--- src/rfd_pkg.sv ---
// Shared types and constants for the radar frame delimiter.
// Depends on nothing; imported by every module of the block.
`timescale 1ns / 1ps
`default_nettype none

package rfd_pkg;

    // Parser state: waiting for a head, or inside a frame of a given kind.
    typedef enum logic [1:0] {
        MODE_IDLE     = 2'd0,
        MODE_SHORT    = 2'd1,
        MODE_STANDARD = 2'd2,
        MODE_COMMAND  = 2'd3
    } mode_t;

    // Frame kind codes as seen on the output.
    localparam logic [1:0] KIND_SHORT    = 2'd0;
    localparam logic [1:0] KIND_STANDARD = 2'd1;
    localparam logic [1:0] KIND_COMMAND  = 2'd2;

    // Register indexes on the configuration port.
    localparam logic [2:0] REG_SHORT_HEAD    = 3'd0;
    localparam logic [2:0] REG_SHORT_TAIL    = 3'd1;
    localparam logic [2:0] REG_STANDARD_HEAD = 3'd2;
    localparam logic [2:0] REG_STANDARD_TAIL = 3'd3;
    localparam logic [2:0] REG_COMMAND_HEAD  = 3'd4;
    localparam logic [2:0] REG_COMMAND_TAIL  = 3'd5;
    localparam logic [2:0] REG_SHORT_LIMIT   = 3'd6;
    localparam logic [2:0] REG_LONG_LIMIT    = 3'd7;

    // Reset values of the registers.
    localparam logic [7:0]  RST_SHORT_HEAD    = 8'h00;
    localparam logic [7:0]  RST_SHORT_TAIL    = 8'h00;
    localparam logic [31:0] RST_STANDARD_HEAD = 32'hF4F3F2F1;
    localparam logic [31:0] RST_STANDARD_TAIL = 32'hF8F7F6F5;
    localparam logic [31:0] RST_COMMAND_HEAD  = 32'hFDFCFBFA;
    localparam logic [31:0] RST_COMMAND_TAIL  = 32'h04030201;
    localparam logic [7:0]  RST_SHORT_LIMIT   = 8'd5;
    localparam logic [7:0]  RST_LONG_LIMIT    = 8'd250;

    localparam logic [7:0] COUNT_MAX = 8'hFF;

    // Current configuration, handed from the register file to the parser.
    typedef struct packed {
        logic [7:0]  short_head_byte;
        logic [7:0]  short_tail_byte;
        logic [31:0] standard_head_word;
        logic [31:0] standard_tail_word;
        logic [31:0] command_head_word;
        logic [31:0] command_tail_word;
        logic [7:0]  short_length_limit;
        logic [7:0]  long_length_limit;
    } cfg_t;

    // Results produced by one received byte: up to four bytes, first byte in
    // the top lane. Last and limit flags belong to the final byte.
    typedef struct packed {
        logic [31:0] bytes;
        logic [2:0]  count;
        logic [1:0]  kind;
        logic        last;
        logic        by_limit;
    } bundle_t;

endpackage

`default_nettype wire

--- src/radar_frame_delimiter.sv ---
// Top level of the radar frame delimiter: input register, parser, result
// buffer and configuration port. Depends on rfd_pkg, rfd_regfile, rfd_parser.
`timescale 1ns / 1ps
`default_nettype none

// The delimiter takes one received byte per input transaction and finds
// frames in the stream. A short frame opens on a single head byte; standard
// and command frames open when the last four bytes equal their head word, and
// then all four head bytes are sent, first byte first. Every later byte goes
// out tagged with its frame kind, and the closing byte (tail or length limit)
// carries frame_last, with ended_by_limit set when the limit and not the
// tail closed the frame. An accepted byte sits in an input register, is
// parsed combinationally and its results move into a result buffer that
// feeds the output. The block takes a byte on every cycle while the output
// keeps up and bytes give one result or none; a byte that opens a long
// frame gives four results and holds the next byte until the last has
// left. The input register lets one byte be accepted while a result still
// waits for the output side. Configuration registers sit at byte addresses
// 4*i and are meant to be written while the block is idle.

module radar_frame_delimiter
    import rfd_pkg::*;
(
    input  wire logic        clk,
    input  wire logic        rst_n,
    // Configuration port.
    input  wire logic        psel,
    input  wire logic        penable,
    input  wire logic        pwrite,
    input  wire logic [4:0]  paddr,
    input  wire logic [31:0] pwdata,
    output logic      [31:0] prdata,
    output logic             pready,
    // Received bytes.
    input  wire logic        in_valid,
    output logic             in_ready,
    input  wire logic [7:0]  rx_byte,
    // Frame bytes.
    output logic             out_valid,
    input  wire logic        out_ready,
    output logic      [7:0]  frame_byte,
    output logic      [1:0]  frame_kind,
    output logic             frame_last,
    output logic             ended_by_limit
);

    cfg_t        cfg;
    bundle_t     parse_result;

    // Input register.
    logic        in_full_reg, in_full_next;
    logic [7:0]  in_byte_reg;

    // Result buffer: remaining result count and the bytes still to send.
    logic [2:0]  buf_count_reg, buf_count_next;
    logic [31:0] buf_bytes_reg, buf_bytes_next;
    logic [1:0]  buf_kind_reg;
    logic        buf_last_reg;
    logic        buf_limit_reg;

    logic        out_take;
    logic        buf_free;
    logic        move;

    rfd_regfile u_regfile (
        .clk     (clk),
        .rst_n   (rst_n),
        .psel    (psel),
        .penable (penable),
        .pwrite  (pwrite),
        .paddr   (paddr),
        .pwdata  (pwdata),
        .prdata  (prdata),
        .pready  (pready),
        .cfg     (cfg)
    );

    // The buffer can take the next byte's results once it is empty or its
    // final result leaves in this cycle.
    assign out_take = out_valid && out_ready;
    assign buf_free = (buf_count_reg == 3'd0) || ((buf_count_reg == 3'd1) && out_ready);
    assign move     = in_full_reg && buf_free;
    assign in_ready = !in_full_reg || move;

    rfd_parser u_parser (
        .clk     (clk),
        .rst_n   (rst_n),
        .step    (move),
        .rx_byte (in_byte_reg),
        .cfg     (cfg),
        .result  (parse_result)
    );

    always_comb
    begin
        in_full_next = in_full_reg;
        if (in_valid && in_ready)
        begin
            in_full_next = 1'b1;
        end
        else if (move)
        begin
            in_full_next = 1'b0;
        end
    end

    always_comb
    begin
        buf_count_next = buf_count_reg;
        buf_bytes_next = buf_bytes_reg;
        if (move)
        begin
            buf_count_next = parse_result.count;
            buf_bytes_next = parse_result.bytes;
        end
        else if (out_take)
        begin
            buf_count_next = buf_count_reg - 3'd1;
            buf_bytes_next = {buf_bytes_reg[23:0], 8'd0};
        end
    end

    always_ff @(posedge clk or negedge rst_n)
    begin
        if (!rst_n)
        begin
            in_full_reg   <= 1'b0;
            buf_count_reg <= 3'd0;
        end
        else
        begin
            in_full_reg   <= in_full_next;
            buf_count_reg <= buf_count_next;
        end
    end

    // Payload registers carry no reset.
    always_ff @(posedge clk)
    begin
        if (in_valid && in_ready)
        begin
            in_byte_reg <= rx_byte;
        end
        buf_bytes_reg <= buf_bytes_next;
        if (move)
        begin
            buf_kind_reg  <= parse_result.kind;
            buf_last_reg  <= parse_result.last;
            buf_limit_reg <= parse_result.by_limit;
        end
    end

    // The end-of-frame flags belong to the final result of a byte only.
    assign out_valid      = (buf_count_reg != 3'd0);
    assign frame_byte     = buf_bytes_reg[31:24];
    assign frame_kind     = buf_kind_reg;
    assign frame_last     = buf_last_reg && (buf_count_reg == 3'd1);
    assign ended_by_limit = buf_limit_reg && (buf_count_reg == 3'd1);

endmodule

`default_nettype wire

--- src/rfd_regfile.sv ---
// Configuration register file of the radar frame delimiter, APB-style access.
// Depends on rfd_pkg for the register indexes, reset values and cfg_t.
`timescale 1ns / 1ps
`default_nettype none

module rfd_regfile
    import rfd_pkg::*;
(
    input  wire logic        clk,
    input  wire logic        rst_n,
    input  wire logic        psel,
    input  wire logic        penable,
    input  wire logic        pwrite,
    input  wire logic [4:0]  paddr,
    input  wire logic [31:0] pwdata,
    output logic      [31:0] prdata,
    output logic             pready,
    output cfg_t             cfg
);

    cfg_t       cfg_reg;
    logic       wr_en;
    logic [2:0] reg_idx;

    assign pready  = 1'b1;
    assign wr_en   = psel && penable && pwrite;
    assign reg_idx = paddr[4:2];
    assign cfg     = cfg_reg;

    always_ff @(posedge clk or negedge rst_n)
    begin
        if (!rst_n)
        begin
            cfg_reg.short_head_byte    <= RST_SHORT_HEAD;
            cfg_reg.short_tail_byte    <= RST_SHORT_TAIL;
            cfg_reg.standard_head_word <= RST_STANDARD_HEAD;
            cfg_reg.standard_tail_word <= RST_STANDARD_TAIL;
            cfg_reg.command_head_word  <= RST_COMMAND_HEAD;
            cfg_reg.command_tail_word  <= RST_COMMAND_TAIL;
            cfg_reg.short_length_limit <= RST_SHORT_LIMIT;
            cfg_reg.long_length_limit  <= RST_LONG_LIMIT;
        end
        else if (wr_en)
        begin
            case (reg_idx)
                REG_SHORT_HEAD:    cfg_reg.short_head_byte    <= pwdata[7:0];
                REG_SHORT_TAIL:    cfg_reg.short_tail_byte    <= pwdata[7:0];
                REG_STANDARD_HEAD: cfg_reg.standard_head_word <= pwdata;
                REG_STANDARD_TAIL: cfg_reg.standard_tail_word <= pwdata;
                REG_COMMAND_HEAD:  cfg_reg.command_head_word  <= pwdata;
                REG_COMMAND_TAIL:  cfg_reg.command_tail_word  <= pwdata;
                REG_SHORT_LIMIT:   cfg_reg.short_length_limit <= pwdata[7:0];
                REG_LONG_LIMIT:    cfg_reg.long_length_limit  <= pwdata[7:0];
                default: ;
            endcase
        end
    end

    always_comb
    begin
        case (reg_idx)
            REG_SHORT_HEAD:    prdata = {24'd0, cfg_reg.short_head_byte};
            REG_SHORT_TAIL:    prdata = {24'd0, cfg_reg.short_tail_byte};
            REG_STANDARD_HEAD: prdata = cfg_reg.standard_head_word;
            REG_STANDARD_TAIL: prdata = cfg_reg.standard_tail_word;
            REG_COMMAND_HEAD:  prdata = cfg_reg.command_head_word;
            REG_COMMAND_TAIL:  prdata = cfg_reg.command_tail_word;
            REG_SHORT_LIMIT:   prdata = {24'd0, cfg_reg.short_length_limit};
            REG_LONG_LIMIT:    prdata = {24'd0, cfg_reg.long_length_limit};
            default:           prdata = 32'd0;
        endcase
    end

endmodule

`default_nettype wire

--- src/rfd_parser.sv ---
// Frame parser: byte window, parse mode and frame count, plus the head and
// tail decisions for one byte. Depends on rfd_pkg for mode_t, cfg_t, bundle_t.
`timescale 1ns / 1ps
`default_nettype none

module rfd_parser
    import rfd_pkg::*;
(
    input  wire logic       clk,
    input  wire logic       rst_n,
    input  wire logic       step,
    input  wire logic [7:0] rx_byte,
    input  wire cfg_t       cfg,
    output bundle_t         result
);

    mode_t       mode_reg,   mode_next;
    logic [31:0] window_reg, window_next;
    logic [7:0]  count_reg,  count_next;
    logic [7:0]  count_inc;
    logic        tail_hit;
    logic        limit_hit;
    logic [1:0]  cur_kind;

    always_ff @(posedge clk or negedge rst_n)
    begin
        if (!rst_n)
        begin
            mode_reg   <= MODE_IDLE;
            window_reg <= 32'd0;
            count_reg  <= 8'd0;
        end
        else if (step)
        begin
            mode_reg   <= mode_next;
            window_reg <= window_next;
            count_reg  <= count_next;
        end
    end

    assign window_next = {window_reg[23:0], rx_byte};
    assign count_inc   = (count_reg == COUNT_MAX) ? COUNT_MAX : count_reg + 8'd1;

    // Tail and limit tests for a byte inside a frame.
    always_comb
    begin
        case (mode_reg)
            MODE_SHORT:
            begin
                cur_kind  = KIND_SHORT;
                tail_hit  = (rx_byte == cfg.short_tail_byte);
                limit_hit = (count_inc >= cfg.short_length_limit);
            end
            MODE_STANDARD:
            begin
                cur_kind  = KIND_STANDARD;
                tail_hit  = (window_next == cfg.standard_tail_word);
                limit_hit = (count_inc >= cfg.long_length_limit);
            end
            default:
            begin
                cur_kind  = KIND_COMMAND;
                tail_hit  = (window_next == cfg.command_tail_word);
                limit_hit = (count_inc >= cfg.long_length_limit);
            end
        endcase
    end

    always_comb
    begin
        mode_next       = mode_reg;
        count_next      = count_reg;
        result.bytes    = {rx_byte, 24'd0};
        result.count    = 3'd0;
        result.kind     = cur_kind;
        result.last     = 1'b0;
        result.by_limit = 1'b0;
        if (mode_reg == MODE_IDLE)
        begin
            if (rx_byte == cfg.short_head_byte)
            begin
                mode_next    = MODE_SHORT;
                count_next   = 8'd1;
                result.count = 3'd1;
                result.kind  = KIND_SHORT;
            end
            else if (window_next == cfg.standard_head_word)
            begin
                mode_next    = MODE_STANDARD;
                count_next   = 8'd4;
                result.bytes = window_next;
                result.count = 3'd4;
                result.kind  = KIND_STANDARD;
            end
            else if (window_next == cfg.command_head_word)
            begin
                mode_next    = MODE_COMMAND;
                count_next   = 8'd4;
                result.bytes = window_next;
                result.count = 3'd4;
                result.kind  = KIND_COMMAND;
            end
        end
        else
        begin
            count_next   = count_inc;
            result.count = 3'd1;
            if (tail_hit || limit_hit)
            begin
                mode_next       = MODE_IDLE;
                result.last     = 1'b1;
                result.by_limit = limit_hit && !tail_hit;
            end
        end
    end

endmodule

`default_nettype wire
--- config.mk ---
export PLATFORM = sky130hd
export DESIGN_NAME = radar_frame_delimiter
export DESIGN_NICKNAME = d
export VERILOG_FILES = /design/src/rfd_pkg.sv /design/src/radar_frame_delimiter.sv /design/src/rfd_regfile.sv /design/src/rfd_parser.sv
export SDC_FILE = /design/constraint.sdc
export NUM_CORES = 1
export LEC_CHECK = 0
export ABC_AREA = 1
export BUFFER_PORTS_ARGS = -buffer_cell sky130_fd_sc_hd__buf_2
export CAP_MARGIN = 10
export CORE_UTILIZATION = 44
export CTS_CLUSTER_SIZE = 20
export DETAILED_ROUTE_END_ITERATION = 10
export PLACE_DENSITY = 0.72
export SYNTH_ARGS = -nofsm -noshare
export SYNTH_HDL_FRONTEND = slang
export SYNTH_SLANG_ARGS = --single-unit
export TNS_END_PERCENT = 30
--- constraint.sdc ---
create_clock -name clk -period 3.6 [get_ports clk]
set_clock_uncertainty 0.15 [all_clocks]
set_input_delay 0.18 -clock clk [delete_from_list [all_inputs] [get_ports clk]]
set_output_delay 0.18 -clock clk [all_outputs]
set_load 0.01 [all_outputs]
---- Yosys cells after proc, flatten, opt, wreduce, memory -nomap -nowiden ----
Index checks and enable logic that the tools add are counted.
word-level totals
  register bits ........................... 242
  output and inout port bits .............. 47
  logic and storage cells ................. 101
cells by class
  $add $sub $neg .......................... 2
  $lt $le $gt $ge ......................... 2
  equal/unequal tests ..................... 18
  muxes and demuxes ....................... 28
  bitwise logic cells ..................... 1
  reduce and logical (&&, ||, !) cells .... 32
operators with widths
  cell                   number
  $pmux W32 S8           1
  $eq A32 B32 Y1         4
  $mux W32               4
  $mux W37               2
  $mux W8                5
  $reduce_and A2 Y1      9
  $eq A8 B8 Y1           2
  $ge A8 B8 Y1           2
  $mux W2                7
  $eq A3 B3 Y1 const B   4
  $logic_and A1 B1 Y1    9
  $mux W3                3
  $add A8 B1 Y8 const B  1
  $eq A8 B8 Y1 const B   1
  $eq A3 B1 Y1 const B   2
  $eq A3 B2 Y1 const B   2
  $logic_not A3 Y1       2
  $reduce_bool A2 Y1     3
  $mux W5                1
  $ne A4 B4 Y1 const B   1
  $pmux W2 S2            1
  $logic_or A1 B1 Y1     3
  $mux W1                3
  $reduce_and A3 Y1      1
  other kinds (9)        10

---- Longest topological paths before layout ----
Gate-level depths: netlist of run 1.
  depth in word-level cells ............... 7
  gate-level depth with buffers ........... 19
  depth with buffers taken out ............ 17

---- Cells and area by module ----
Synthesis of run 1 repeated with hierarchy kept, for this count alone.
unflattened totals
  cell total of the unflattened synthesis .. 1763
  area, all modules ....................... 13696.9 µm²
modules (own cells, without submodules)
  module                 times used  cells each  area an instance (µm²)  seq. area each (µm²)
  rfd_regfile            1           834         7302.0                  4108.9
  rfd_parser             1           737         4304.1                  850.8
  radar_frame_delimiter  1           192         2090.8                  1421.4

---- Worst setup path before layout of run 1 ----
Ideal clock, no wire load.
  kind .................................... flip-flop to flip-flop
  start point ............................. register buf_count_reg[0]
  end point ............................... register buf_count_reg[0]
  library setup time ...................... 0.110 ns
  data arrival time ....................... 2.743 ns
  setup slack ............................. 0.597 ns
  stages on the path, launching flop included .. 7
  path buffers ............................ 0
  cell sequence ........................... dfrtp_1 > inv_1 > ha_1 > nand2_1 > o21ai_1 > o21ai_0 > o21ai_0
between the ends
  elaborated cells on any way between the ends .. 11
  those cells by class .................... add/sub: 1; eq/ne: 1; mux: 2; reduce/logical: 7
RTL lines
  item                          RTL line                      text
  start, declared               radar_frame_delimiter.sv:55   logic [2:0] buf_count_reg, buf_count_next;
  start signal, assigned        radar_frame_delimiter.sv:133  buf_count_reg <= buf_count_next;
  $reduce_bool A3 Y1            radar_frame_delimiter.sv:154  assign out_valid = (buf_count_reg != 3'd0);
  via out_valid                 radar_frame_delimiter.sv:39   output logic out_valid,
  $logic_and A1 B1 Y1           radar_frame_delimiter.sv:80   assign out_take = out_valid && out_ready;
  $reduce_bool A2 Y1 (no line)  -
The timed path passes the listed nets, and every way through them passes these cells. The select of a mux whose other input is x is not followed.
A chain may end at the register's enable or synchronous reset.

---- Worst setup path after layout of run 1 ----
  start point ............................. register u_parser.count_reg[0]
  end point ............................... register buf_last_reg, data pin
between the ends
  word-level cells in the longest chain between the ends .. 6
  elaborated cells on any way between the ends .. 8
  those cells by class .................... add/sub: 1; order compare: 2; eq/ne: 1; mux: 3; reduce/logical: 1
RTL lines
  item                                           RTL line                                              text
  start, declared                                rfd_parser.sv:19                                      logic [7:0] count_reg, count_next;
  start signal, assigned                         rfd_parser.sv:37                                      count_reg <= count_next;
  $add A8 B1 Y8 or $eq A8 B8 Y1 (tied branches)  rfd_parser.sv:42                                      assign count_inc = (count_reg == COUNT_MAX) ? COUNT_MAX : count_reg + 8'd1;
  $mux W8 (*)                                    rfd_parser.sv:42
  $ge A8 B8 Y1 (on tied branches)                rfd_parser.sv:58, rfd_parser.sv:64, rfd_parser.sv:52
  $mux W1 (*)                                    -
  $logic_or A1 B1 Y1 (*)                         rfd_parser.sv:108                                     if (tail_hit || limit_hit)
  $mux W2 (*)                                    rfd_parser.sv:108
  end signal, assigned                           radar_frame_delimiter.sv:148                          buf_last_reg <= parse_result.last;
  end, declared                                  radar_frame_delimiter.sv:58                           logic buf_last_reg;
Every way passes the cells marked *; elsewhere a longest branch is shown, timed or not.

==> metrics.txt, run 1 <==
unrepaired setup endpoints after global routing false; Area contributors post-synth dfrtp_1 (22%), dfstp_2 (17%), nand2_1 (14%); Post-DRT Antenna Nets 0; clk slew on worst S/H paths 60 ps; Slew headroom 0.3488; CP required 3750 ps; Die Area 30070 um2; PwrDens 682.4 nW/um2; CP max stage delay about 360 ps; Register Area 6381 um2; synth warn 0; initial antenna violation count 0; Ant. Diodes 0; Worst-Margin Slew about 1000 ps; Crit-path slowest cell dfrtp_1; Top FF cell, synth dfrtp_1; crit-path max FO 4; worst slack, placed 496.5 ps; sequential element share of the synthesized area 0.4936; VDD IR max 0.3198 mV; Core Area 28780 um2; via count 11380; wire per inst 17.70 um; ys async rst share 0.8182; setup TNS 0 ps; post-CTS resize count 0; Post-CTS Setup Bufs 0; DR vias/cell 5.390; # IOs 99; starting density of the core 0.4492; Clock Path Buffers 3; largest net degree at the start of global routing 113; CP Capture Type register; Tcrit/Tclk final 0.8678; CTS tree yes; Leak 6.912 nW; Hold Vio Cnt, Final 0; Arr. time, crit path 3270 ps; total power 10.23 mW; final instance area 14990 um2; Die H ~170 um; post-place instance area 13700 um2; count of pins over their slew limit 0; PortBufs 95; first-pass GRT wire length between 50000 and 60000 um; post-synth top area share 0.2207; final hold slack roughly 120 ps; Cell Area, Synth approximately 13000 um2; area of the multi-input gates 5438 um2; Area Growth Syn to Fin 15.98%; 1st-iter DRT viols 1012; H-tree levels 1; Avg Inst Size Synth 8.075 um2; layout cell share with drive strength beyond 1 0.1574; Mapped Cells 1601; Hold/Removal Path Class in -> reg; CP cell instances ha_1 > nand2_1 > nor3_1 > nand2_1 > nor2_1 > inv_1 > o21ai_0 > ha_1 > a21oi_1 > o21a_1 > nand3_1 > o21ai_0 > nand3_1 > nand2_1 > inv_1; Pre-antenna DRT Iters 5; number of synthesized flops with an enable pin 44; Placer Congestion 0.9053; nets ~1800; syn nets 1676; Worst-Skew Late Latency 550 ps; most common cell after layout, fill and taps aside nand2_1; DRC 0; WL final 37390 um; Post-DP HPWL 25380 um; Crit path top cell by count nand2_1; GRT Residual Overflow 0; register bit count reported by yosys approximately 240; critical path class reg -> reg; commonest non-fill, non-tap cells in the layout nand2_1 (490), o21ai_0 (211), inv_1 (193); Distinct cells, synth 43; Max Fclk 320.1 MHz; CTS sink cnt 242; cell taking the most area after synthesis dfrtp_1; run status complete, no violations; number of global-route vias before repair 11130; clock buffer count from CTS 26; setup ws final roughly 480 ps; Largest register FFs 160; # Max-Cap Violations 0; FILL cells approximately 2600; # rows 62; CP startpoint kind register; Die W 173.4 um; final setup fails 0; crit path time final 3124 ps; Global Route Usage Sum 0.2508; clock tree root driver cell clkbuf_16
==> layer usage <==
metal  routed length [um]  track usage  part of all wire
met4                 1319      0.09366             0.035
met2                17300       0.4086              0.46
met5                    0            0                 0
met1                16000       0.3411              0.43
met3                 2768      0.03355             0.074
==> final cells by class <==
cell class                 instances  area share
clock inverter                    17     0.01143
clock buffer                      31     0.04531
timing repair buffer             157     0.07235
sequential                       242      0.4256
tap                              384     0.03205
multi-input combinational       1079      0.3627
inverter                         202     0.05057
==> logic make-up after synthesis <==
logic type,share of synthesized area
AO/OA/AOI/OAI,0.1546
XOR/XNOR,0.02981
adder cells (fa/ha/maj),0.02226
buffers and inverters,0.08972
flip-flops,0.4936
other,0.0002901
AND/OR/NAND/NOR,0.2097
==> metrics by stage <==
stage | instances | util
2_1_floorplan | 1601 | -
3_3_place_gp | 2020 | 0.4761
3_5_place_dp | 2020 | 0.4761
4_1_cts | 2112 | 0.5210
5_1_grt | 2112 | 0.5210
6_report | 2112 | 0.5210
==> where the power goes <==
part,internal [mW],switching [mW],total (mW)
clock network,1.56,1.14,2.70
logic,1.14,2.03,3.17
registers,3.78,0.584,4.36
==> worst paths after layout <==
check                                      start            endpoint  slack, ps  depth (start not counted)
max                        u_parser.count_reg[0]        buf_last_reg        480                         15
min                                     paddr[2]   u_regfile.cfg[25]        120                          5
max reg2reg                u_parser.count_reg[0]        buf_last_reg        480                         15
min reg2reg                     u_regfile.cfg[2]    u_regfile.cfg[2]        340                          2
max in group asynchronous                  rst_n  u_regfile.cfg[102]       2200                          3
min in group asynchronous                  rst_n         in_full_reg        170                          2
==> Yosys cell counts, types with 23 or more instances <==
| master | instances |
|---|---|
| nand2_1 | 492 |
| a22oi_1 | 31 |
| o21ai_0 | 211 |
| nand3_1 | 38 |
| xor2_1 | 32 |
| o21ai_1 | 27 |
| nor2_1 | 72 |
| edfxtp_1 | 44 |
| nand4_1 | 25 |
| ha_1 | 23 |
| o221ai_1 | 24 |
| dfstp_2 | 84 |
| inv_1 | 193 |
| clkbuf_1 | 46 |
| dfrtp_1 | 114 |
==> worst max-delay path, delay by kind of cell, from the launching register on <==
family	cells	cell delay, ps
fa+ha+maj	2	490
compound gates	4	750
simple gates	7	980
buf+inv	2	150
flops	1	360
==> what timing repair did <==
item                       4_1_cts  5_1_grt
setup endpoints to repair        0        0
hold buffers                    44        0
hold endpoints to repair       243        0
(Power assumes the default switching activity.)
==> inputs of run 2 (changes only) <==
CELL_PAD_IN_SITES_DETAIL_PLACEMENT = 2   (was unset)
CELL_PAD_IN_SITES_GLOBAL_PLACEMENT = 2   (was unset)
CORE_UTILIZATION = 36   (was 44)
PLACE_DENSITY = 0.9   (was 0.72)
REMOVE_ABC_BUFFERS = 1   (was unset)
==> run 2 against run 1 <==
  * Non-clock buffer count increased by 3
  * Critical path depth unchanged
  * Final cell count increased by 4.2%
  * Utilization decreased by 9.1 points
  * Via count increased by 10%
  * Combinational power increased by 20%
  * Critical endpoint unchanged
==> metrics.txt, run 2 (synthesis results as in run 1) <==
CP startpoint kind register; critical path class reg -> reg; Post-DRT Antenna Nets 0 (unchanged); # rows 69 (+11%); Arr. time, crit path 3720 ps (+450 ps); CP Capture Type register; run status complete, no violations; Placer Congestion 0.8553 (-5.5%); met3 Track Usage GR 0.04369 (+0.01014); Slew headroom 0.2652 (-0.08358); M2 GR Usage 0.5387 (+0.1301); Hold/Removal Path Class in -> async; CTS sink cnt 242 (unchanged); Global Route Usage Sum 0.3128 (+0.06193); final setup fails 0 (unchanged); Die H 191.5 um (+10%); clk slew on worst S/H paths 60 ps (about the same); layout cell share with drive strength beyond 1 0.1616 (+0.004180); FILL cells 3964 (+50%); Die Area 36670 um2 (+22%); commonest non-fill, non-tap cells in the layout nand2_1 (490), o21ai_0 (209), inv_1 (193); DR vias/cell 5.700 (+5.8%); largest net degree at the start of global routing 86 (-24%); DRC 0 (unchanged); WL final 56760 um (+52%); Die W 191.5 um (+10%); clock buffer count from CTS 30 (+15%); wire per inst 25.80 um (+46%); PwrDens 743.1 nW/um2 (+8.9%); CP required 3800 ps (+50 ps); starting density of the core 0.3643 (-0.08485); count of pins over their slew limit 0 (unchanged); Clock Path Buffers 3 (unchanged); Max Fclk 283.7 MHz (-11%); Post-DP HPWL 34490 um (+36%); total power 11.34 mW (+11%); via count 12540 (+10%); Tcrit/Tclk final 0.9791 (+0.1113); final instance area 15270 um2 (+1.8%); Pre-antenna DRT Iters 5 (unchanged); Hold Vio Cnt, Final 0 (unchanged); GRT Residual Overflow 0 (unchanged); Area Growth Syn to Fin 18.10%; Core Area 35480 um2 (+23%); 1st-iter DRT viols 873 (-14%); CTS tree yes; clock tree root driver cell clkbuf_16; first-pass GRT wire length 86390 um (+45%); Worst-Skew Late Latency 590 ps (+40 ps); crit-path max FO 4 (unchanged); PortBufs 95 (unchanged); GR Util met1 0.3925 (+0.05143); # IOs 99 (unchanged); VDD IR max 0.4233 mV (+32%); Ant. Diodes 0 (unchanged); number of global-route vias before repair 14220 (+28%); layer with the highest usage met2; initial antenna violation count 1 (+1); H-tree levels 1 (unchanged); Worst-Margin Slew 1098 ps (+121.3 ps); Post-CTS Setup Bufs 0 (unchanged); Largest register FFs 160 (unchanged); post-place instance area 13850 um2 (+1.1%); # Max-Cap Violations 0 (unchanged); most common cell after layout, fill and taps aside nand2_1; nets 1790 (+0.39%); crit path time final 3525 ps (+400.6 ps); Leak 6.990 nW (+1.1%)
run 2: cell count changes in the layout (fill, tap and decap cells not counted), moves of 2 or more:
cell / before / now
clkbuf_16: 26 / 30
o21ai_2: 5 / 7
nor3_2: 1 / 3
clkbuf_8: 2 / 5
clkbuf_1: 4 / 11
buf_12: 2 / 4
nor3_1: 16 / 14
o21ai_0: 211 / 209
clkinv_2: 6 / 2
run 2: what timing repair did:
item,CTS,global route
endpoints found under the hold margin,244,0
pin swaps,0,0
hold buffers,44,0
cloned,0,0
endpoints found under the setup margin,4,3
gates resized for setup,2,5
run 2: power by group:
part	internal, mW	total, mW	switching [mW]	leakage, nW
logic	1.20	3.79	2.59	3.81
registers	3.79	4.50	0.713	2.72
clock network	1.76	3.06	1.30	0.464
total	6.74	11.3	4.60	6.99
run 2: final timing paths:
kind,from,end,slack (ps),cells after the start
min in group clk,pwrite,u_regfile.cfg[21],110,4
worst min-delay path,rst_n,u_parser.count_reg[3],40,2
worst max-delay path,u_parser.count_reg[0],buf_last_reg,80,15
max in group asynchronous,rst_n,u_regfile.cfg[68],2190,3
worst max register to register,u_parser.count_reg[0],buf_last_reg,80,15
worst min register to register,u_regfile.cfg[4],u_regfile.cfg[4],340,2
run 2: per-layer routing:
| layer | wire (um) | vias up | share of wire |
|---|---|---|---|
| met5 | 15 | - | 0.00026 |
| met3 | 2787 | 161 | 0.049 |
| li1 | - | 5448 | - |
| met4 | 2416 | 2 | 0.043 |
| met1 | 23650 | 6466 | 0.42 |
| met2 | 27890 | 464 | 0.49 |
run 2: per-stage QoR:
stage | setup TNS (ps) | worst slack (ps) | hold WS [ps] | util | instances
after floorplan | -72.31 | -72.31 | -265.6 | - | 1523
after global placement | 0 | 422.2 | 132.5 | 0.3904 | 2100
after detailed placement | 0 | 85.23 | 135.9 | 0.3904 | 2100
after CTS | 0 | 58.14 | 92.13 | 0.4298 | 2200
after global routing | -193.0 | -76.27 | 99.31 | 0.4303 | 2200
final | 0 | 75.21 | 38.15 | 0.4303 | 2200
run 2: final cells by class:
| class | count | area, um2 | share of cell area |
|---|---|---|---|
| clock buffer | 45 | 847.1 | 0.05548 |
| clock inverter | 11 | 108.9 | 0.007130 |
| inverter | 202 | 758.2 | 0.04966 |
| multi-input combinational | 1079 | 5463 | 0.3578 |
| sequential | 242 | 6381 | 0.4180 |
| tap | 461 | 576.8 | 0.03778 |
| timing repair buffer | 160 | 1132 | 0.07417 |
run 2: worst max-delay path, stage by stage, from the launching register on:
cell and delay, ps:
dfrtp_1 370, ha_1 210, nand2_1 140, nor3_2 360, nand2_1 160, nor2_2 200
inv_1 160, o21ai_0 230, ha_1 360, a21oi_1 160, o21a_1 130, nand3_1 150
o21ai_2 220, nand3_1 120, nand2_1 110, inv_1 60
